[src/rtl/dpc_pkg.sv]
// ---------------------------------------------------------------------------
// dpc_pkg
// Shared types and constants of the debounced pulse counter unit.
// ---------------------------------------------------------------------------
package dpc_pkg;

    localparam int CHANNELS = 2;
    localparam int CH_AW    = (CHANNELS > 1) ? $clog2(CHANNELS) : 1;

    localparam int HIST_W   = 32;
    localparam int COUNT_W  = 64;
    localparam int NPER_W   = 5;
    localparam int EMODE_W  = 2;

    localparam int ENABLE_W   = 2;
    localparam int EDGES_W    = 4;
    localparam int PERIODS_W  = 10;
    localparam int CFG_IDX_W  = 2;
    localparam int CFG_DATA_W = 10;

    // request modes
    localparam logic [1:0] MODE_SAMPLE = 2'd0;
    localparam logic [1:0] MODE_INIT   = 2'd1;
    localparam logic [1:0] MODE_SET    = 2'd2;

    // edge selection per channel
    localparam logic [1:0] EDGE_RISE = 2'd0;
    localparam logic [1:0] EDGE_FALL = 2'd1;
    localparam logic [1:0] EDGE_BOTH = 2'd2;

    // configuration register indexes
    localparam logic [CFG_IDX_W-1:0] CFG_ENABLE  = 2'd0;
    localparam logic [CFG_IDX_W-1:0] CFG_EDGES   = 2'd1;
    localparam logic [CFG_IDX_W-1:0] CFG_PERIODS = 2'd2;

    typedef struct packed {
        logic [HIST_W-1:0]  history;
        logic               level;
        logic [COUNT_W-1:0] count;
    } entry_t;

    localparam int ENTRY_W = $bits(entry_t);

    typedef struct packed {
        logic              enable;
        logic [EMODE_W-1:0] edge_mode;
        logic [NPER_W-1:0]  periods;
    } chan_cfg_t;

endpackage

[src/rtl/dpc_ram.sv]
// ---------------------------------------------------------------------------
// dpc_ram
// Generic single-write, single-read RAM with registered read data.
// ---------------------------------------------------------------------------
module dpc_ram #(
    parameter int WIDTH = 8,
    parameter int DEPTH = 2
) (
    input  logic                                   aclk,
    input  logic                                   we,
    input  logic [((DEPTH > 1) ? $clog2(DEPTH) : 1)-1:0] waddr,
    input  logic [WIDTH-1:0]                       wdata,
    input  logic                                   re,
    input  logic [((DEPTH > 1) ? $clog2(DEPTH) : 1)-1:0] raddr,
    output logic [WIDTH-1:0]                       rdata
);

    logic [WIDTH-1:0] mem [DEPTH];
    logic [WIDTH-1:0] rdata_reg;

    always_ff @(posedge aclk) begin
        if (we) begin
            mem[waddr] <= wdata;
        end
        if (re) begin
            rdata_reg <= mem[raddr];
        end
    end

    assign rdata = rdata_reg;

endmodule

[src/rtl/dpc_update.sv]
// ---------------------------------------------------------------------------
// dpc_update
// Per-request channel update: debounce, edge detect and count.
// ---------------------------------------------------------------------------
module dpc_update (
    input  logic                     in_range,
    input  logic [1:0]               mode,
    input  logic                     pin_level,
    input  logic [dpc_pkg::COUNT_W-1:0] count_value,
    input  dpc_pkg::chan_cfg_t       cfg,
    input  dpc_pkg::entry_t          cur,
    output dpc_pkg::entry_t          nxt,
    output logic                     write_en,
    output logic                     edge_counted,
    output logic [dpc_pkg::COUNT_W-1:0] pulse_total,
    output logic                     qualified_level
);
    import dpc_pkg::*;

    logic [HIST_W-1:0] mask;
    logic [HIST_W-1:0] hist_shift;
    logic [HIST_W-1:0] masked;
    logic              lvl;
    logic              counted;

    always_comb begin
        // n of zero gives an empty mask, which reads as all low
        mask       = (HIST_W'(1) << cfg.periods) - HIST_W'(1);
        hist_shift = {cur.history[HIST_W-2:0], pin_level};
        masked     = hist_shift & mask;
        if (masked == '0) begin
            lvl = 1'b0;
        end else if (masked == mask) begin
            lvl = 1'b1;
        end else begin
            lvl = cur.level;
        end
        case (cfg.edge_mode)
            EDGE_RISE: counted = !cur.level && lvl;
            EDGE_FALL: counted = cur.level && !lvl;
            EDGE_BOTH: counted = cur.level != lvl;
            default:   counted = 1'b0;
        endcase

        nxt          = cur;
        write_en     = 1'b0;
        edge_counted = 1'b0;
        if (in_range) begin
            unique case (mode)
                MODE_SAMPLE: begin
                    if (cfg.enable) begin
                        nxt.history  = hist_shift;
                        nxt.level    = lvl;
                        nxt.count    = counted ? cur.count + COUNT_W'(1) : cur.count;
                        edge_counted = counted;
                        write_en     = 1'b1;
                    end
                end
                MODE_INIT: begin
                    nxt.history = {{(HIST_W-1){1'b0}}, pin_level};
                    nxt.level   = pin_level;
                    write_en    = 1'b1;
                end
                MODE_SET: begin
                    nxt.count = count_value;
                    write_en  = 1'b1;
                end
                default: begin
                    write_en = 1'b0;
                end
            endcase
        end

        pulse_total     = in_range ? nxt.count : '0;
        qualified_level = in_range ? nxt.level : 1'b0;
    end

endmodule

[src/rtl/debounced_pulse_counter_unit.sv]
// ---------------------------------------------------------------------------
// debounced_pulse_counter_unit
// Multi-channel debounced edge pulse counter, channel state held in a RAM.
// ---------------------------------------------------------------------------
// The RAM is read at the accepting edge, then the update is written into
// the output register, which offers the result. Throughput: one request per
// cycle unless m_ready stalls the output, set by the single RAM read/write
// port pair; a same-channel write-back is forwarded to the next request.
// Reset: synchronous, active low; per-channel valid bits clear the state at
// once, so no clearing pass is needed. Config registers reset to zero.
module debounced_pulse_counter_unit (
    input  logic                              aclk,
    input  logic                              aresetn,
    // request channel
    input  logic                              s_valid,
    output logic                              s_ready,
    input  logic [1:0]                        s_mode,
    input  logic                              s_channel,
    input  logic                              s_pin_level,
    input  logic [dpc_pkg::COUNT_W-1:0]       s_count_value,
    // result channel
    output logic                              m_valid,
    input  logic                              m_ready,
    output logic                              m_result_channel,
    output logic [dpc_pkg::COUNT_W-1:0]       m_pulse_total,
    output logic                              m_qualified_level,
    output logic                              m_edge_counted,
    // configuration channel
    input  logic                              cfg_valid,
    output logic                              cfg_ready,
    input  logic [dpc_pkg::CFG_IDX_W-1:0]     cfg_index,
    input  logic [dpc_pkg::CFG_DATA_W-1:0]    cfg_data
);
    import dpc_pkg::*;

    logic [ENABLE_W-1:0]  enable_reg;
    logic [EDGES_W-1:0]   edges_reg;
    logic [PERIODS_W-1:0] periods_reg;

    logic               s1_valid_reg;
    logic [1:0]         s1_mode_reg;
    logic               s1_channel_reg;
    logic               s1_pin_reg;
    logic [COUNT_W-1:0] s1_count_reg;

    logic               m_valid_reg;
    logic               m_channel_reg;
    logic [COUNT_W-1:0] m_total_reg;
    logic               m_level_reg;
    logic               m_counted_reg;

    logic [CHANNELS-1:0] valid_reg;
    logic                wb_valid_reg;
    logic [CH_AW-1:0]    wb_addr_reg;
    entry_t              wb_data_reg;

    logic               accept;
    logic               advance;
    logic               s1_fire;
    logic [CH_AW-1:0]   s_addr;
    logic [CH_AW-1:0]   s1_addr;
    logic               s1_in_range;
    logic [ENTRY_W-1:0] ram_rdata;
    entry_t             ram_entry;
    entry_t             cur_entry;
    entry_t             nxt_entry;
    chan_cfg_t          chan_cfg;
    logic               upd_we;
    logic               upd_counted;
    logic [COUNT_W-1:0] upd_total;
    logic               upd_level;
    logic               ram_we;

    assign cfg_ready = 1'b1;

    always_ff @(posedge aclk) begin
        if (!aresetn) begin
            enable_reg  <= '0;
            edges_reg   <= '0;
            periods_reg <= '0;
        end else if (cfg_valid && cfg_ready) begin
            unique case (cfg_index)
                CFG_ENABLE:  enable_reg  <= cfg_data[ENABLE_W-1:0];
                CFG_EDGES:   edges_reg   <= cfg_data[EDGES_W-1:0];
                CFG_PERIODS: periods_reg <= cfg_data[PERIODS_W-1:0];
                default: ;
            endcase
        end
    end

    assign advance = !m_valid_reg || m_ready;
    assign s1_fire = s1_valid_reg && advance;
    assign s_ready = !s1_valid_reg || advance;
    assign accept  = s_valid && s_ready;

    assign s_addr      = CH_AW'(s_channel);
    assign s1_addr     = CH_AW'(s1_channel_reg);
    assign s1_in_range = 32'(s1_channel_reg) < CHANNELS;

    always_ff @(posedge aclk) begin
        if (!aresetn) begin
            s1_valid_reg <= 1'b0;
        end else if (s_ready) begin
            s1_valid_reg <= s_valid;
        end
    end

    always_ff @(posedge aclk) begin
        if (accept) begin
            s1_mode_reg    <= s_mode;
            s1_channel_reg <= s_channel;
            s1_pin_reg     <= s_pin_level;
            s1_count_reg   <= s_count_value;
        end
    end

    dpc_ram #(
        .WIDTH (ENTRY_W),
        .DEPTH (CHANNELS)
    ) u_state_ram (
        .aclk  (aclk),
        .we    (ram_we),
        .waddr (s1_addr),
        .wdata (nxt_entry),
        .re    (accept),
        .raddr (s_addr),
        .rdata (ram_rdata)
    );

    // never-written entries read as the reset value; last write-back wins
    always_comb begin
        ram_entry = valid_reg[s1_addr] ? entry_t'(ram_rdata) : '0;
        if (wb_valid_reg && wb_addr_reg == s1_addr) begin
            cur_entry = wb_data_reg;
        end else begin
            cur_entry = ram_entry;
        end
        chan_cfg.enable    = enable_reg[s1_channel_reg];
        chan_cfg.edge_mode = edges_reg[EMODE_W*s1_channel_reg +: EMODE_W];
        chan_cfg.periods   = periods_reg[NPER_W*s1_channel_reg +: NPER_W];
    end

    dpc_update u_update (
        .in_range        (s1_in_range),
        .mode            (s1_mode_reg),
        .pin_level       (s1_pin_reg),
        .count_value     (s1_count_reg),
        .cfg             (chan_cfg),
        .cur             (cur_entry),
        .nxt             (nxt_entry),
        .write_en        (upd_we),
        .edge_counted    (upd_counted),
        .pulse_total     (upd_total),
        .qualified_level (upd_level)
    );

    assign ram_we = s1_fire && upd_we;

    always_ff @(posedge aclk) begin
        if (!aresetn) begin
            valid_reg    <= '0;
            wb_valid_reg <= 1'b0;
        end else if (ram_we) begin
            valid_reg[s1_addr] <= 1'b1;
            wb_valid_reg       <= 1'b1;
        end
    end

    always_ff @(posedge aclk) begin
        if (ram_we) begin
            wb_addr_reg <= s1_addr;
            wb_data_reg <= nxt_entry;
        end
    end

    always_ff @(posedge aclk) begin
        if (!aresetn) begin
            m_valid_reg <= 1'b0;
        end else if (advance) begin
            m_valid_reg <= s1_valid_reg;
        end
    end

    always_ff @(posedge aclk) begin
        if (s1_fire) begin
            m_channel_reg <= s1_channel_reg;
            m_total_reg   <= upd_total;
            m_level_reg   <= upd_level;
            m_counted_reg <= upd_counted;
        end
    end

    assign m_valid           = m_valid_reg;
    assign m_result_channel  = m_channel_reg;
    assign m_pulse_total     = m_total_reg;
    assign m_qualified_level = m_level_reg;
    assign m_edge_counted    = m_counted_reg;

endmodule

[config.mk]
export PLATFORM = sky130hd
export DESIGN_NAME = debounced_pulse_counter_unit
export DESIGN_NICKNAME = d
export VERILOG_FILES = /design/src/rtl/dpc_pkg.sv /design/src/rtl/dpc_ram.sv /design/src/rtl/dpc_update.sv /design/src/rtl/debounced_pulse_counter_unit.sv
export SDC_FILE = /design/constraint.sdc
export NUM_CORES = 1
export LEC_CHECK = 0
export ABC_AREA = 0
export BUFFER_PORTS_ARGS = -buffer_cell sky130_fd_sc_hd__buf_4
export CAP_MARGIN = 30
export CORE_MARGIN = 2
export CORE_UTILIZATION = 30
export DETAILED_ROUTE_END_ITERATION = 12
export GPL_TIMING_DRIVEN = 0
export HOLD_SLACK_MARGIN = 0.06
export PLACE_DENSITY_LB_ADDON = 0.12
export SYNTH_ARGS = -nofsm -noshare
export SYNTH_HDL_FRONTEND = slang
export SYNTH_SLANG_ARGS = --single-unit
[constraint.sdc]
create_clock -name aclk -period 11.99 [get_ports aclk]
set_input_delay 0.5995 -clock aclk [delete_from_list [all_inputs] [get_ports aclk]]
set_output_delay 0.5995 -clock aclk [all_outputs]
set_load 0.01 [all_outputs]
==> out/results.ini, run 1 <==
[route]
drt_iter0_drc=1653
routed_via_density=5.46
first_pass_iters=6
antenna_left=0
dr_total_vias=17000
wire_per_inst_um=28.1
wl_um=87600
drc_errors=0

[placed_design]
io_buffers=153
gp_congestion=0.889
place_area_um2=27100
dp_cells=3004
dpl.hpwl_um=63300
dp_slack_ns=3.54

[global_routing]
gr-usage-all-layers=0.209
antenna_found_initial=1
gr-usage-met3=0.0351
gr-usage-met1=0.278
grt_start_max_net_pins=60
gr-total-overflow=0
grt_pass1_wl_um=125000
grt-busiest-layer=met2
grt_pass1_vias=17400
grtUsageMet2=0.349

[power_and_ir_drop]
p_sw_frac=0.242
ir_drop_mv=0.0919
p_sw_w=0.00111
intPower_w=0.00348
clockPowerShare=0.439
comb_power_share=0.086
p_seq_frac=0.474
power.leakage_nw=9.98
p_per_area_nw_per_um2=156

[floorplanning]
die-area_um2=82500
boundaryPins=155
die_h_um=287
core_um2=79300
floorplan.initialDensity=0.304
rows=103
die-width_um=287

[sta]
period_needed_ns=8.45
worst_pin_slew_ns=1.09
final_hold_viol_count=0
final_max_slew_viol_count=0
fin_tns_setup_ns=0
fmax_mhz=118
slew_headroom=0.274
rsz0062_at_grt=no
skew_ns=0.0828
fin_crit_sh=0.704
layout_setup_ws_ns=3.54
finalSetupViolations=0

[setup_path]
worstPathMaxFanout=10
crit_chain=buf_6 > xnor2_1 > buf_6 > nand2_2 > buf_2 > buf_2 > clkbuf_1 > a31oi_1 > a2111oi_0 > o2111ai_1 > nor4_1 > and2_1 > o21a_1 > ha_1 > nor2_1 > o21a_1 > o32a_1 > or3b_1 > nor4_2 > and3_1 > clkbuf_1 > a31oi_1 > o21ai_0
cp_top_family=compound AO/OA/AOI/OAI gates
crit_arrival_ns=8.81
crit_slowest_cell=nor4_2
worst_setup_path_end_kind=flip-flop
worstPathRequired_ns=12.35
crit-reg2reg-launch=s1_addr
crit_path_start_kind=flip-flop
max_stage_delay_ns=0.76
crit_type=flip-flop to flip-flop
path_buf_inv=6
startpoint=s1_addr
regToRegSetupSlack_ns=3.54

[cells_and_area]
area_delta_synth_final_pct=21.7
final_area_um2=29300
layout_commonest_cell=edfxtp_1
final_cell_mix=edfxtp_1, buf_4, nand2_1, mux2_2, clkbuf_1
fin_nets=2110
final_cells=3117
drive_gt1_frac=0.228
num_antenna_cells=0
post-route-util=0.370
largest_reg_flops=190

[logic_synthesis]
synth_edf_count=516
synth_ff_type=edfxtp_1
async_reset_ff_frac=0
synth_nets=1845
syn_area_um2=24100
ys_seq_area_frac=0.661
yosys_warnings=0
ys_ff_latch=537
avgSynthCellArea_um2=13.7
syn_inst=1752
yosysUniqueCellTypes=95

[worst_hold_path]
hp-class=input port to flip-flop
hold_start=s_count_value[36]

[clock_tree]
clock-sinks=537
cts_made_buffers=60
cts_resized=0
cts_max_path_buffers=3
h-tree-depth=2
post-cts-setup-buffer-count=0
cts-root-buf=clkbuf_16
clock_latency_ns=0.68
path_clk_slew_ns=0.06
cts_tree=built
holdBufCountCts=0

[job]
cap_violations=0

[status]
outcome=finished clean

==> metrics by stage <==
| step | hold slack (ns) | power, W |
|---|---|---|
| 3_5_place_dp | 0.485 | 0.00261 |
| 2_1_floorplan | 0.462 | 0.00241 |
| 6_report | 0.0981 | 0.00458 |
| 4_1_cts | 0.0639 | 0.00463 |
| 3_3_place_gp | 0.473 | 0.00261 |
| 5_1_grt | 0.0778 | 0.00472 |
==> final timing paths <==
check | endpoint | depth (start not counted)
max | u_state_ram.mem[0][57] | 23
min | s1_count_reg[36] | 1
min reg2reg | valid_reg[1] | 1
max reg2reg | u_state_ram.mem[0][57] | 23
==> cells by family after synthesis <==
kind of cell	synth area share
adders and majority gates	0.00416
AOI/OAI and AO/OA	0.115
muxes	0.0586
buffers and inverters	0.0258
xor gates and xnor gates	0.0223
other	0.000156
DFF	0.661
and+or+nand+nor	0.113
==> power by group through the flow <==
stage          logic [W]  clock network, W  registers (W)
3_5_place_dp    0.000394                 0        0.00221
5_1_grt         0.000420           0.00212        0.00218
4_1_cts         0.000397           0.00206        0.00217
3_3_place_gp    0.000375                 0        0.00223
6_report        0.000396           0.00201        0.00217
2_1_floorplan   0.000194                 0        0.00221
==> layout make-up <==
| cell class | count | area (um^2) |
|---|---|---|
| plain buffers | 120 | 557 |
| clock buffers | 66 | 1520 |
| clock inverters | 46 | 638 |
| fillers | 7635 | 50000 |
| inverters | 17 | 66.3 |
| multi-input cells | 1078 | 7550 |
| flip-flops and latches | 537 | 15900 |
| well taps | 1050 | 1310 |
| repair buffers | 203 | 1730 |
==> cell usage after synthesis, types with 11 or more instances <==
master     instances  area (um^2)
a21oi_1           49          245
clkbuf_1          75          282
nor4_1            17          106
a22oi_1           34          255
dfxtp_1           21          420
nor3_1            28          140
nand3_1           61          305
a31oi_1           31          194
nand2_1          130          488
buf_2             25          125
and3_1            52          325
o221ai_1          28          245
o22ai_1           37          231
mux2_2           100         1130
o2111ai_1         16          140
edfxtp_1         516        15500
xor2_1            30          263
o21ai_0           47          235
o211ai_1          26          195
mux2i_1           27          270
nor2_1            44          165
and2_1            24          150
nand3b_1          11         82.6
xnor2_1           28          245
nor2b_1           20          125
inv_1             15         56.3
or3_1             11         68.8
nand4_1           30          188
==> routing by layer <==
metal	share of wire	wire length, um
met1	0.43	37400
met2	0.48	42000
met3	0.063	5540
met4	0.030	2650
met5	0	0
Power figures use the tool's default switching activity.
==> run 2, diff against run 1 <==
--- a/config.mk
+++ b/config.mk
@@ -5,7 +5,7 @@
 export SDC_FILE = /design/constraint.sdc
 export NUM_CORES = 1
 export LEC_CHECK = 0
-export ABC_AREA = 0
+export ABC_AREA = 1
 export BUFFER_PORTS_ARGS = -buffer_cell sky130_fd_sc_hd__buf_4
 export CAP_MARGIN = 30
 export CORE_MARGIN = 2
==> constraint.sdc (replaced) <==
create_clock -name aclk -period 8.42 [get_ports aclk]
set_input_delay 0.421 -clock aclk [delete_from_list [all_inputs] [get_ports aclk]]
set_output_delay 0.421 -clock aclk [all_outputs]
set_load 0.01 [all_outputs]
==> run 2 against run 1 <==
Critical path depth up 11. Non-clock buffer count up 18. Sequential power up 43%. Register-to-register slack worse by 1.7 ns. Critical path type unchanged.
==> out/results.ini, run 2 <==
[logic_synthesis]
yosysUniqueCellTypes=58  ; was 95
syn_inst=2087  ; was 1752
ys_ff_latch=537  ; unchanged
async_reset_ff_frac=0  ; unchanged
synth_edf_count=516  ; unchanged
yosys_warnings=0  ; unchanged
synth_ff_type=edfxtp_1  ; unchanged
yosysMostFrequentCell=edfxtp_1  ; unchanged
ys_seq_area_frac=0.659  ; was 0.661
avgSynthCellArea_um2=11.6  ; was 13.7 um^2
syn_area_um2=24100  ; about the same
synth_top_area_frac=0.642  ; was 0.644
yosysTopAreaCell=edfxtp_1  ; unchanged
synth_nets=2180  ; was 1845
synthTopCellsByArea=edfxtp_1, nand2_1, nand3_1  ; was edfxtp_1, mux2_2, nand2_1
netlist_top_cells_count=edfxtp_1, nand2_1, nand3_1  ; was edfxtp_1, nand2_1, mux2_2

[route]
wl_um=75700  ; was 87600 um
antenna_left=0  ; unchanged
drc_errors=0  ; unchanged
routed_via_density=4.85  ; was 5.46
first_pass_iters=5  ; was 6
wire_per_inst_um=21.6  ; was 28.1 um
dr_total_vias=17000  ; about the same
drt_iter0_drc=1206  ; was 1653

[cells_and_area]
final_cell_mix=edfxtp_1, nand2_1, nand3_1, buf_4, inv_1  ; was edfxtp_1, buf_4, nand2_1, mux2_2, clkbuf_1
final_area_um2=29600  ; was 29300 um^2
area_delta_synth_final_pct=22.7  ; was 21.7%
num_antenna_cells=0  ; unchanged
layout_commonest_cell=edfxtp_1  ; unchanged
largest_reg_flops=190  ; unchanged
drive_gt1_frac=0.203  ; was 0.228
fin_nets=2491  ; was 2110

[status]
outcome=finished clean  ; unchanged

[global_routing]
grt_pass1_vias=16900  ; was 17400
antenna_found_initial=0  ; was 1
gr-total-overflow=0  ; unchanged
grt_pass1_wl_um=111000  ; was 125000 um
gr-usage-all-layers=0.181  ; was 0.209
grt_start_max_net_pins=91  ; was 60

[power_and_ir_drop]
p_per_area_nw_per_um2=207  ; was 156 nW/um^2
power.leakage_nw=10.8  ; was 9.98 nW
power_w=0.00613  ; was 0.00458 W
ir_drop_mv=0.145  ; was 0.0919 mV

[clock_tree]
path_clk_slew_ns=0.06  ; about the same
clock-sinks=537  ; unchanged
cts_made_buffers=61  ; was 60
cts-root-buf=clkbuf_16  ; unchanged
h-tree-depth=2  ; unchanged
cts_max_path_buffers=3  ; unchanged
cts_tree=built  ; unchanged
clock_latency_ns=0.63  ; was 0.68 ns
cts_resized=0  ; unchanged

[sta]
rsz0062_at_grt=no  ; unchanged
period_needed_ns=6.53  ; was 8.45 ns
fin_tns_setup_ns=0  ; unchanged
skew_ns=0.0323  ; was 0.0828 ns
slew_headroom=0.325  ; was 0.274
final_max_slew_viol_count=0  ; unchanged
finalSetupViolations=0  ; unchanged
fin_crit_sh=0.776  ; was 0.704
final_hold_viol_count=0  ; unchanged
hold_slack_ns=0.0999  ; was 0.0981 ns
worst_pin_slew_ns=1.01  ; was 1.09 ns
fmax_mhz=153  ; was 118 MHz

[setup_path]
max_stage_delay_ns=0.49  ; was 0.76 ns
crit_path_start_kind=flip-flop  ; unchanged
worstPathRequired_ns=8.74  ; was 12.35 ns
worst_setup_path_end_kind=flip-flop  ; unchanged
crit_type=flip-flop to flip-flop  ; unchanged
worstPathMaxFanout=10  ; unchanged
crit_slowest_cell=clkbuf_1  ; was nor4_2
cp_common_cell=nand2_1
crit_arrival_ns=6.85  ; was 8.81 ns

[job]
cap_violations=0  ; unchanged

[placed_design]
io_buffers=153  ; unchanged
place_area_um2=27100  ; about the same
gp_congestion=0.908  ; was 0.889
dpl.hpwl_um=54800  ; was 63300 um

[floorplanning]
floorplan.initialDensity=0.302  ; was 0.304
die-area_um2=82700  ; was 82500 um^2
die_h_um=288  ; was 287 um
boundaryPins=155  ; unchanged
rows=104  ; was 103
die-width_um=288  ; was 287 um
core_um2=80000  ; was 79300 um^2

[worst_hold_path]
hp-class=input port to flip-flop  ; unchanged

## run 2: per-layer routing
layer	track usage	vias up	wire (um)
li1	-	8087	-
met1	0.237	8388	33000
met2	0.313	422	37600
met3	0.0227	113	3040
met4	0.0529	0	2110
met5	0	-	0
## run 2: path summary, 6_finish.rpt
check	startpoint	end	slack, ns	cells after the start
worst min register to register	periods_reg[4]	periods_reg[4]	0.45	2
worst max register to register	s1_addr	wb_data_reg[36]	1.89	34
worst min-delay path	cfg_data[5]	periods_reg[5]	0.1	3
worst max-delay path	s1_addr	wb_data_reg[36]	1.89	34
## run 2: power by group
| part | switching (W) | internal (W) |
|---|---|---|
| Sequential | 0.0000407 | 0.00306 |
| Clock | 0.00108 | 0.00139 |
| Combinational | 0.000369 | 0.000195 |
| Total | 0.00149 | 0.00464 |
## run 2: final cells by class
type                       count  area (um^2)
multi-input combinational   1306         7140
sequential                   537        15900
clock inverter                36          254
buffer                        93          526
fill                        7884        50400
inverter                     151          584
clock buffer                  73         1570
tap                         1060         1330
timing repair buffer         248         2300
## run 2: logic make-up after synthesis
group	synth area share
multiplexers	0.0443
adder cells (fa/ha/maj)	0.00415
buffers and inverters	0.0456
other	0.000155
AO/OA/AOI/OAI	0.0498
AND/OR/NAND/NOR	0.190
XOR/XNOR	0.00617
flip-flops	0.659
## run 2: timing repair
action                                 in CTS  in global routing
buffers inserted                            0                  0
endpoints found under the hold margin      75                  0
hold buffers                               74                  0
## run 2: per-stage QoR
| stage | cells | util | setup WS, ns |
|---|---|---|---|
| floorplan | 2087 | - | -1.41 |
| global placement | 3300 | 0.333 | -8.87 |
| detailed placement | 3321 | 0.338 | 1.83 |
| CTS | 3504 | 0.370 | 1.83 |
| global route | 3504 | 0.370 | 1.41 |
| finish | 3504 | 0.370 | 1.89 |
## run 2: critical path, delay by kind of cell (launching register included)
family	cells	cell delay, ns
buffers and inverters	12	2.00
AOI/OAI and AO/OA	3	0.31
DFF	1	0.42
and+or+nand+nor	17	2.94
adders and majority gates	2	0.53
